===== config.mk =====
export PLATFORM = sky130hd
export DESIGN_NAME = byte_ring_fifo_unit
export DESIGN_NICKNAME = d
export VERILOG_FILES = /design/src/hdl/brf_pkg.sv /design/src/hdl/byte_ring_fifo_unit.sv
export VERILOG_INCLUDE_DIRS = /design/src /design/src/hdl
export SDC_FILE = /design/constraint.sdc
export NUM_CORES = 1
export LEC_CHECK = 0
export BUFFER_PORTS_ARGS = -buffer_cell sky130_fd_sc_hd__clkbuf_2
export CORE_ASPECT_RATIO = 1.1
export CORE_MARGIN = 8
export CORE_UTILIZATION = 45
export CTS_BUF_LIST = sky130_fd_sc_hd__clkbuf_4
export CTS_CLUSTER_SIZE = 40
export DETAILED_ROUTE_END_ITERATION = 7
export SKIP_CTS_REPAIR_TIMING = 1
export SYNTH_ARGS = -nofsm -noshare
export SYNTH_HDL_FRONTEND = slang
export SYNTH_SLANG_ARGS = --single-unit

===== constraint.sdc =====
create_clock -name clk_i -period 14.9 [get_ports clk_i]
set_input_delay 0.745 -clock clk_i [delete_from_list [all_inputs] [get_ports clk_i]]
set_output_delay 0.745 -clock clk_i [all_outputs]
set_load 0.02 [all_outputs]

===== src/hdl/byte_ring_fifo_unit_assert.svh =====
// Assertion macros for the byte ring FIFO.
// Depends on clk_i and rst_ni being visible where the macros are used.
`ifndef BYTE_RING_FIFO_UNIT_ASSERT_SVH
`define BYTE_RING_FIFO_UNIT_ASSERT_SVH

// The property must hold at every clock edge outside reset.
`define BRF_ASSERT(lbl, prop, msg) \
  lbl: assert property (@(posedge clk_i) disable iff (!rst_ni) (prop)) else $error(msg);

// The antecedent implies the consequent at the same edge.
`define BRF_ASSERT_IMP(lbl, ante, cons, msg) \
  lbl: assert property (@(posedge clk_i) disable iff (!rst_ni) (ante) |-> (cons)) \
    else $error(msg);

`endif


===== src/hdl/brf_pkg.sv =====
// Shared constants and types for the byte ring FIFO.
// No dependencies.
package brf_pkg;

  localparam int unsigned DataW      = 8;
  localparam int unsigned CmdW       = 3;
  localparam int unsigned SizeW      = 7;
  localparam int unsigned AmountW    = 7;
  localparam int unsigned LevelW     = 7;
  localparam int unsigned DepthDef   = 64;
  localparam logic [SizeW-1:0] SizeReset = 7'd64;

  // Command codes carried by cmd_i.
  typedef enum logic [CmdW-1:0] {
    CMD_PUSH  = 3'd0,
    CMD_POP   = 3'd1,
    CMD_PEEK  = 3'd2,
    CMD_DROP  = 3'd3,
    CMD_CLEAR = 3'd4
  } cmd_e;

  // Sequencer states, one-hot.
  typedef enum logic [1:0] {
    S_IDLE = 2'b01,
    S_READ = 2'b10
  } state_e;

endpackage


===== src/hdl/byte_ring_fifo_unit.sv =====
// Top level of the byte ring FIFO: command decode, pointers and storage.
// Depends on brf_pkg and byte_ring_fifo_unit_assert.svh.
//
// Usage: commands enter on the in channel (valid/ready) and results leave on
// the out channel (valid/ready); each beat carries one result. Push, drop,
// clear and refused commands give one result, registered in the cycle after
// the command is accepted. Pop gives one byte, which passes through the
// registered read port of the storage memory and then the output register.
// Peek of k bytes gives its first byte by the same path and then one byte
// per cycle while the receiver is ready, paced by the memory's single read port.
// Push, drop and clear sustain one command per cycle while the receiver is
// ready; pop and peek hold off new commands until their last byte is registered.
// A new command is taken while the previous result sits in the output
// register, as long as that register is taken in the same cycle.
// When the receiver stalls, the output register holds its beat and a peek
// in progress waits with its next byte already read.
// Reset empties the FIFO and sets size_in_use to 64; the storage contents
// are not cleared, as only written entries are ever read. A write on the
// configuration port sets the size and also empties the FIFO.
module byte_ring_fifo_unit #(
  parameter int unsigned DEPTH = brf_pkg::DepthDef
) (
  input  logic                       clk_i,
  input  logic                       rst_ni,
  input  logic                       cfg_we_i,
  input  logic [brf_pkg::SizeW-1:0]  size_in_use_i,
  input  logic                       in_valid_i,
  output logic                       in_ready_o,
  input  logic [brf_pkg::CmdW-1:0]   cmd_i,
  input  logic [brf_pkg::DataW-1:0]  data_in_i,
  input  logic [brf_pkg::AmountW-1:0] amount_i,
  output logic                       out_valid_o,
  input  logic                       out_ready_i,
  output logic [brf_pkg::DataW-1:0]  data_out_o,
  output logic                       data_valid_o,
  output logic                       ok_o,
  output logic                       last_o,
  output logic [brf_pkg::LevelW-1:0] level_o,
  output logic                       is_full_o,
  output logic                       is_empty_o
);
  import brf_pkg::*;

  localparam int unsigned PtrW = $clog2(DEPTH);
  localparam int unsigned CntW = $clog2(DEPTH + 1);

  // Wrapping increment of a pointer within the effective size.
  function automatic logic [PtrW-1:0] ptr_inc(input logic [PtrW-1:0] p,
                                              input logic [CntW-1:0] sz);
    logic [CntW-1:0] nxt;
    nxt = CntW'(p) + CntW'(1);
    if (nxt == sz) begin
      ptr_inc = '0;
    end else begin
      ptr_inc = nxt[PtrW-1:0];
    end
  endfunction

  // Control registers.
  state_e            state_q, state_d;
  logic [SizeW-1:0]  size_q, size_d;
  logic [PtrW-1:0]   rd_ptr_q, rd_ptr_d;
  logic [PtrW-1:0]   wr_ptr_q, wr_ptr_d;
  logic [CntW-1:0]   level_q, level_d;
  logic [PtrW-1:0]   peek_ptr_q, peek_ptr_d;
  logic [CntW-1:0]   cnt_q, cnt_d;
  logic              out_valid_q, out_valid_d;

  // Output payload registers.
  logic [DataW-1:0]  out_data_q, out_data_d;
  logic              out_dvalid_q, out_dvalid_d;
  logic              out_ok_q, out_ok_d;
  logic              out_last_q, out_last_d;
  logic [CntW-1:0]   out_level_q, out_level_d;
  logic              out_full_q, out_full_d;
  logic              out_empty_q, out_empty_d;

  // Storage memory and its port controls.
  logic [DataW-1:0]  mem_q [DEPTH];
  logic [DataW-1:0]  rd_data_q;
  logic              mem_we, mem_re;
  logic [PtrW-1:0]   mem_raddr;

  // Combinational helpers.
  logic [CntW-1:0]   sz_eff;
  logic              in_acc;
  logic              out_free;
  logic [LevelW-1:0] level_ext;
  logic [CntW-1:0]   len;
  logic [CntW:0]     drop_sum;

  // Effective size: zero acts as one, above DEPTH acts as DEPTH.
  always_comb begin
    if (size_q == '0) begin
      sz_eff = CntW'(1);
    end else if (size_q > SizeW'(DEPTH)) begin
      sz_eff = CntW'(DEPTH);
    end else begin
      sz_eff = size_q[CntW-1:0];
    end
  end

  assign out_free   = !out_valid_q || out_ready_i;
  assign in_ready_o = (state_q == S_IDLE) && out_free;
  assign in_acc     = in_valid_i && in_ready_o;

  // Clamped run length for peek and drop, and the drop pointer sum.
  assign level_ext = LevelW'(level_q);
  assign len       = (amount_i < level_ext) ? amount_i[CntW-1:0] : level_q;
  assign drop_sum  = (CntW+1)'(rd_ptr_q) + (CntW+1)'(len);

  // Command decode and read sequencing.
  always_comb begin
    state_d      = state_q;
    size_d       = size_q;
    rd_ptr_d     = rd_ptr_q;
    wr_ptr_d     = wr_ptr_q;
    level_d      = level_q;
    peek_ptr_d   = peek_ptr_q;
    cnt_d        = cnt_q;
    out_valid_d  = out_valid_q && !out_ready_i;
    out_data_d   = out_data_q;
    out_dvalid_d = out_dvalid_q;
    out_ok_d     = out_ok_q;
    out_last_d   = out_last_q;
    mem_we       = 1'b0;
    mem_re       = 1'b0;
    mem_raddr    = rd_ptr_q;

    case (state_q)
      S_IDLE: begin
        if (in_acc) begin
          // Default beat: refused, no data.
          out_valid_d  = 1'b1;
          out_data_d   = '0;
          out_dvalid_d = 1'b0;
          out_ok_d     = 1'b0;
          out_last_d   = 1'b1;
          case (cmd_i)
            CMD_PUSH: begin
              if (level_q < sz_eff) begin
                mem_we   = 1'b1;
                wr_ptr_d = ptr_inc(wr_ptr_q, sz_eff);
                level_d  = level_q + CntW'(1);
                out_ok_d = 1'b1;
              end
            end
            CMD_POP: begin
              if (level_q != '0) begin
                mem_re      = 1'b1;
                rd_ptr_d    = ptr_inc(rd_ptr_q, sz_eff);
                level_d     = level_q - CntW'(1);
                cnt_d       = CntW'(1);
                out_valid_d = 1'b0;
                state_d     = S_READ;
              end
            end
            CMD_PEEK: begin
              if (level_q != '0) begin
                if (len == '0) begin
                  out_ok_d = 1'b1;
                end else begin
                  mem_re      = 1'b1;
                  peek_ptr_d  = ptr_inc(rd_ptr_q, sz_eff);
                  cnt_d       = len;
                  out_valid_d = 1'b0;
                  state_d     = S_READ;
                end
              end
            end
            CMD_DROP: begin
              if (level_q != '0) begin
                if (drop_sum >= (CntW+1)'(sz_eff)) begin
                  rd_ptr_d = PtrW'(drop_sum - (CntW+1)'(sz_eff));
                end else begin
                  rd_ptr_d = drop_sum[PtrW-1:0];
                end
                level_d  = level_q - len;
                out_ok_d = 1'b1;
              end
            end
            CMD_CLEAR: begin
              rd_ptr_d = '0;
              wr_ptr_d = '0;
              level_d  = '0;
              out_ok_d = 1'b1;
            end
            default: begin
              out_ok_d = 1'b0;
            end
          endcase
        end
      end
      S_READ: begin
        // The byte held in the read register moves into the output register once free.
        if (out_free) begin
          out_valid_d  = 1'b1;
          out_data_d   = rd_data_q;
          out_dvalid_d = 1'b1;
          out_ok_d     = 1'b1;
          out_last_d   = (cnt_q == CntW'(1));
          cnt_d        = cnt_q - CntW'(1);
          if (cnt_q == CntW'(1)) begin
            state_d = S_IDLE;
          end else begin
            mem_re     = 1'b1;
            mem_raddr  = peek_ptr_q;
            peek_ptr_d = ptr_inc(peek_ptr_q, sz_eff);
          end
        end
      end
      default: begin
        state_d = S_IDLE;
      end
    endcase

    // A size write empties the FIFO; the user must send it only while idle, as the block does not enforce this.
    if (cfg_we_i) begin
      size_d   = size_in_use_i;
      rd_ptr_d = '0;
      wr_ptr_d = '0;
      level_d  = '0;
    end
  end

  // Status fields always reflect the level after the command.
  always_comb begin
    if (state_q == S_READ) begin
      out_level_d = level_q;
    end else begin
      out_level_d = level_d;
    end
    out_full_d  = (out_level_d == sz_eff);
    out_empty_d = (out_level_d == '0);
    if (!(out_valid_d && !(out_valid_q && !out_ready_i))) begin
      out_level_d = out_level_q;
      out_full_d  = out_full_q;
      out_empty_d = out_empty_q;
    end
  end

  // Control state.
  always_ff @(posedge clk_i or negedge rst_ni) begin
    if (!rst_ni) begin
      state_q     <= S_IDLE;
      size_q      <= SizeReset;
      rd_ptr_q    <= '0;
      wr_ptr_q    <= '0;
      level_q     <= '0;
      peek_ptr_q  <= '0;
      cnt_q       <= '0;
      out_valid_q <= 1'b0;
    end else begin
      state_q     <= state_d;
      size_q      <= size_d;
      rd_ptr_q    <= rd_ptr_d;
      wr_ptr_q    <= wr_ptr_d;
      level_q     <= level_d;
      peek_ptr_q  <= peek_ptr_d;
      cnt_q       <= cnt_d;
      out_valid_q <= out_valid_d;
    end
  end

  // Output payload, no reset needed.
  always_ff @(posedge clk_i) begin
    out_data_q   <= out_data_d;
    out_dvalid_q <= out_dvalid_d;
    out_ok_q     <= out_ok_d;
    out_last_q   <= out_last_d;
    out_level_q  <= out_level_d;
    out_full_q   <= out_full_d;
    out_empty_q  <= out_empty_d;
  end

  // Storage memory: one write port, one registered read port.
  always_ff @(posedge clk_i) begin
    if (mem_we) begin
      mem_q[wr_ptr_q] <= data_in_i;
    end
    if (mem_re) begin
      rd_data_q <= mem_q[mem_raddr];
    end
  end

  assign out_valid_o  = out_valid_q;
  assign data_out_o   = out_data_q;
  assign data_valid_o = out_dvalid_q;
  assign ok_o         = out_ok_q;
  assign last_o       = out_last_q;
  assign level_o      = LevelW'(out_level_q);
  assign is_full_o    = out_full_q;
  assign is_empty_o   = out_empty_q;

  // Checks on pointer and sequencer consistency.
`include "byte_ring_fifo_unit_assert.svh"

  `BRF_ASSERT(a_level_in_range, level_q <= sz_eff, "level exceeds size in use")
  `BRF_ASSERT(a_rd_ptr_in_range, CntW'(rd_ptr_q) < sz_eff, "read pointer beyond size")
  `BRF_ASSERT(a_wr_ptr_in_range, CntW'(wr_ptr_q) < sz_eff, "write pointer beyond size")
  `BRF_ASSERT_IMP(a_read_has_count, state_q == S_READ, cnt_q != '0, "read state with no bytes left")

endmodule

==> metrics.md <==
| Metric | Value |
|---|---|
| Status | complete, no violations |
| Final hold vios | 0 |
| Avg Inst Size Synth | 16.5 um^2 |
| HPWL Detailed | 40400 um |
| Mapped Area | ~26000 um^2 |
| Setup tns final | 0 ps |
| Final setup violation count | 0 |
| Die width | 244 um |
| Cell row count | 92 |
| Min Tclk post-route | 6160 ps |
| Top FF cell, synth | edfxtp_1 |
| Net count, final | 1783 |
| Vias in the first global route | 15400 |
| Vert. Die Dim | roughly 270 um |
| Crit path from | level_ext[2] |
| Hold Path Stages | 3 |
| Antenna violation net count after detailed routing | 0 |
| First-pass GRT wire length | 96300 um |
| Most frequent cell after synthesis | edfxtp_1 |
| Hold path startpoint | out_ready_i |
| Sequential area share after synthesis | 67.2% |
| Syn nets | 1628 |
| Number of remaining DRC errors | 0 |
| Clock Tree Root | clkbuf_4 |
| RSZ-0062 raised after global routing | false |
| Maximum clock insertion buffer count | 3 |
| H-tree levels | 4 |
| Setup crit end | rd_ptr_q[5] |
| CP Data Required Time | 15730 ps |
| PortBufs | 51 |
| Post-synthesis async set-or-reset flop share | 7.22% |
| Synth cell count leaders | edfxtp_1 (540), mux4_2 (128), nor2_1 (99) |
| Fin. max-slew vios | 0 |
| Initial antenna violation count | 1 |
| Slew HR | 19.6% |
| Period utilization | 41.4% |
| 1st-iter DRT viols | 1235 |
| Die Area | 65000 um^2 |
| CTS Buf Count | 148 |
| Worst hold-check path type | primary input to flip-flop |
| Post-synth EDFFs | 540 |
| Element type at the critical path end | flip-flop |
| Slack of the worst reg-to-reg path | just under 9000 ps |
| Skew-Pair Late Insertion Delay | 980 ps |
| Via count | 14900 |
| Max VDD drop | around 130 uV |
| Ranking of synthesized cells by area | edfxtp_1 (63%), mux4_2 (11%), dfrtp_1 (3.9%) |
| Total Wirelength | 63600 um |
| Clk_skew | 75.7 ps |
| CP Launch Type | flip-flop |
| CTS tree | built |
| Synth top area share | about 63% |
| Worst-path clk slew | 60 ps |
| RR Startpoint | level_ext[2] |
| Routed len/inst | 24.9 um |
| Largest net degree at the start of global routing | 107 |
| Core area | 56900 um^2 |
| Max_cap viols | 0 |
| Share of layout cells above drive strength 1 | 24.6% |
| Yosys reg bits | 582 |
| Critical R2R Capture | rd_ptr_q[5] |
| Layout area overhead | 11.3% |
| Total power | 4.60 mW |
| Placer Congestion | 0.891 |
| Ys Warns | 0 |
| Yosys cell types | 69 |
| Yosys top cell by area | edfxtp_1 |
| Crit path kind | flip-flop to flip-flop |
| Ports | 52 |
| Total grt overflow | 0 |
| Slew at the pin closest to its max-slew limit | 1210 ps |
| Clock Sinks | between 500 and 600 |
| Syn Inst Count | 1557 |
| Crit Path Max Fanout | 16 |
| Initial cell density of the core | 45.2% |
| Total GRT Usage | 19.8% |
| Worst Path Arrival | 7000 ps |
| Leak | just over 10 nW |
| Vias/cell | 5.83 |
| R2r worst-path depth | 24 |
| PD cells | 161 nW/um^2 |
| First drt pass iteration count | 5 |
| Fmax | 0.162 GHz |
## where the power goes
group / internal [mW] / leakage, nW / switching (mW)
registers: 1.87 / 5.40 / 0.0700
logic: 0.592 / 3.65 / 0.780
clock network: 0.663 / 1.05 / 0.626
total: 3.12 / 10.1 / 1.48
## layer usage
layer | GRT usage (%) | wire length [um] | up-vias
met5 | 0 | 0 | -
li1 | - | - | 6630
met4 | 6.88 | 1710 | 0
met3 | 5.09 | 3790 | 124
met2 | 34.0 | 32800 | 541
met1 | 24.0 | 25400 | 7627
## cells by family after synthesis
| family | count (synthesis) | share of synthesized area, % |
|---|---|---|
| buffers and inverters | 125 | 2.09 |
| AND/OR/NAND/NOR | 299 | 5.73 |
| AO/OA/AOI/OAI | 242 | 6.39 |
| flip-flops | 582 | 67.2 |
| multiplexers | 219 | 14.8 |
| adder cells (fa/ha/maj) | 44 | 2.20 |
| XOR/XNOR | 46 | 1.57 |
## stage by stage
| step | worst slack (ps) | std cells | area, um^2 | utilization (%) | hold slack, ps |
|---|---|---|---|---|---|
| global route | 8280 | 2559 | 28600 | 50.3 | 77.5 |
| detailed placement | 8540 | 2306 | 26800 | 47.1 | 499 |
| global placement | 8680 | 2306 | 26800 | 47.1 | 493 |
| finish | 8740 | 2559 | 28600 | 50.3 | 166 |
| CTS | 8670 | 2549 | 28500 | 50.1 | -212 |
| floorplan | 9700 | 1557 | 25700 | - | 449 |
## worst min path at each step
stage | end | slack (ps)
floorplan | cnt_q[0] | 450
global placement | cnt_q[1] | 490
detailed placement | size_q[0] | 500
CTS | rd_ptr_q[0] | -210
global route | out_valid_o | 80
finish | out_valid_o | 170
## placed cells by master, fill, tap and decap left out, types with 7 or more instances in the layout
cell           instances
clkbuf_4             204
o21ai_0               49
o21a_1                11
nand2_1               63
edfxtp_1             540
nand2b_1               7
nand3_1               23
nor2b_1               17
a31oi_1               12
and3_1                10
nor3_1                22
or4_1                  9
buf_4                 24
or3_1                  7
o211ai_1               9
dfrtp_1               40
ha_1                  38
xnor2_1               27
a21o_1                14
o22ai_1               35
o21bai_1               7
a21oi_1               31
and2_1                11
mux4_2               128
nor2_1                99
inv_1                 46
xor2_1                19
clkinv_1              27
mux2i_1               77
dlygate4sd3_1          8
o221ai_1              12
mux2_2                11
a211oi_1              10
clkbuf_2              51
o2111ai_1              7
## flip-flops by register name (all words and copies together), names as in the netlist
| name | count |
|---|---|
| mem_q | 512 |
| peek_ptr_q | 6 |
| rd_ptr_q | 6 |
| wr_ptr_q | 6 |
| state_q | 2 |
| data_out_o | 8 |
| rd_data_q | 8 |
| out_valid_o | 1 |
| cnt_q | 7 |
| size_q | 7 |
| last_o | 1 |
| is_full_o | 1 |
| ok_o | 1 |
| data_valid_o | 1 |
| level_o | 7 |
| level_ext | 7 |
| is_empty_o | 1 |
## worst max-delay path, cell delays in order, from the launching register on
cell,delay [ps]
dfrtp_1,630
inv_1,260
ha_1,360
nand2_1,50
o21ai_0,340
a21oi_1,120
buf_4,210
o21ai_0,670
ha_1,300
inv_1,60
fa_1,430
inv_1,70
a21oi_1,60
o21bai_1,210
xor2_1,250
ha_1,310
and3_1,180
a31oi_1,150
o21ai_0,110
a21o_1,190
a21oi_1,140
o21ai_1,250
mux2i_1,320
o221ai_1,160
o211a_1,200
## cell type report
cell class | count | area, um^2
Fill cell | 4860 | 28300
Antenna cell | 2 | 5.00
Timing Repair Buffer | 84 | 536
Tap cell | 752 | 941
Multi-Input combinational cell | 850 | 7930
Clock buffer | 204 | 1530
Inverter | 46 | 173
Sequential cell | 582 | 17300
Clock inverter | 39 | 211
Power figures use the tool's default switching activity.
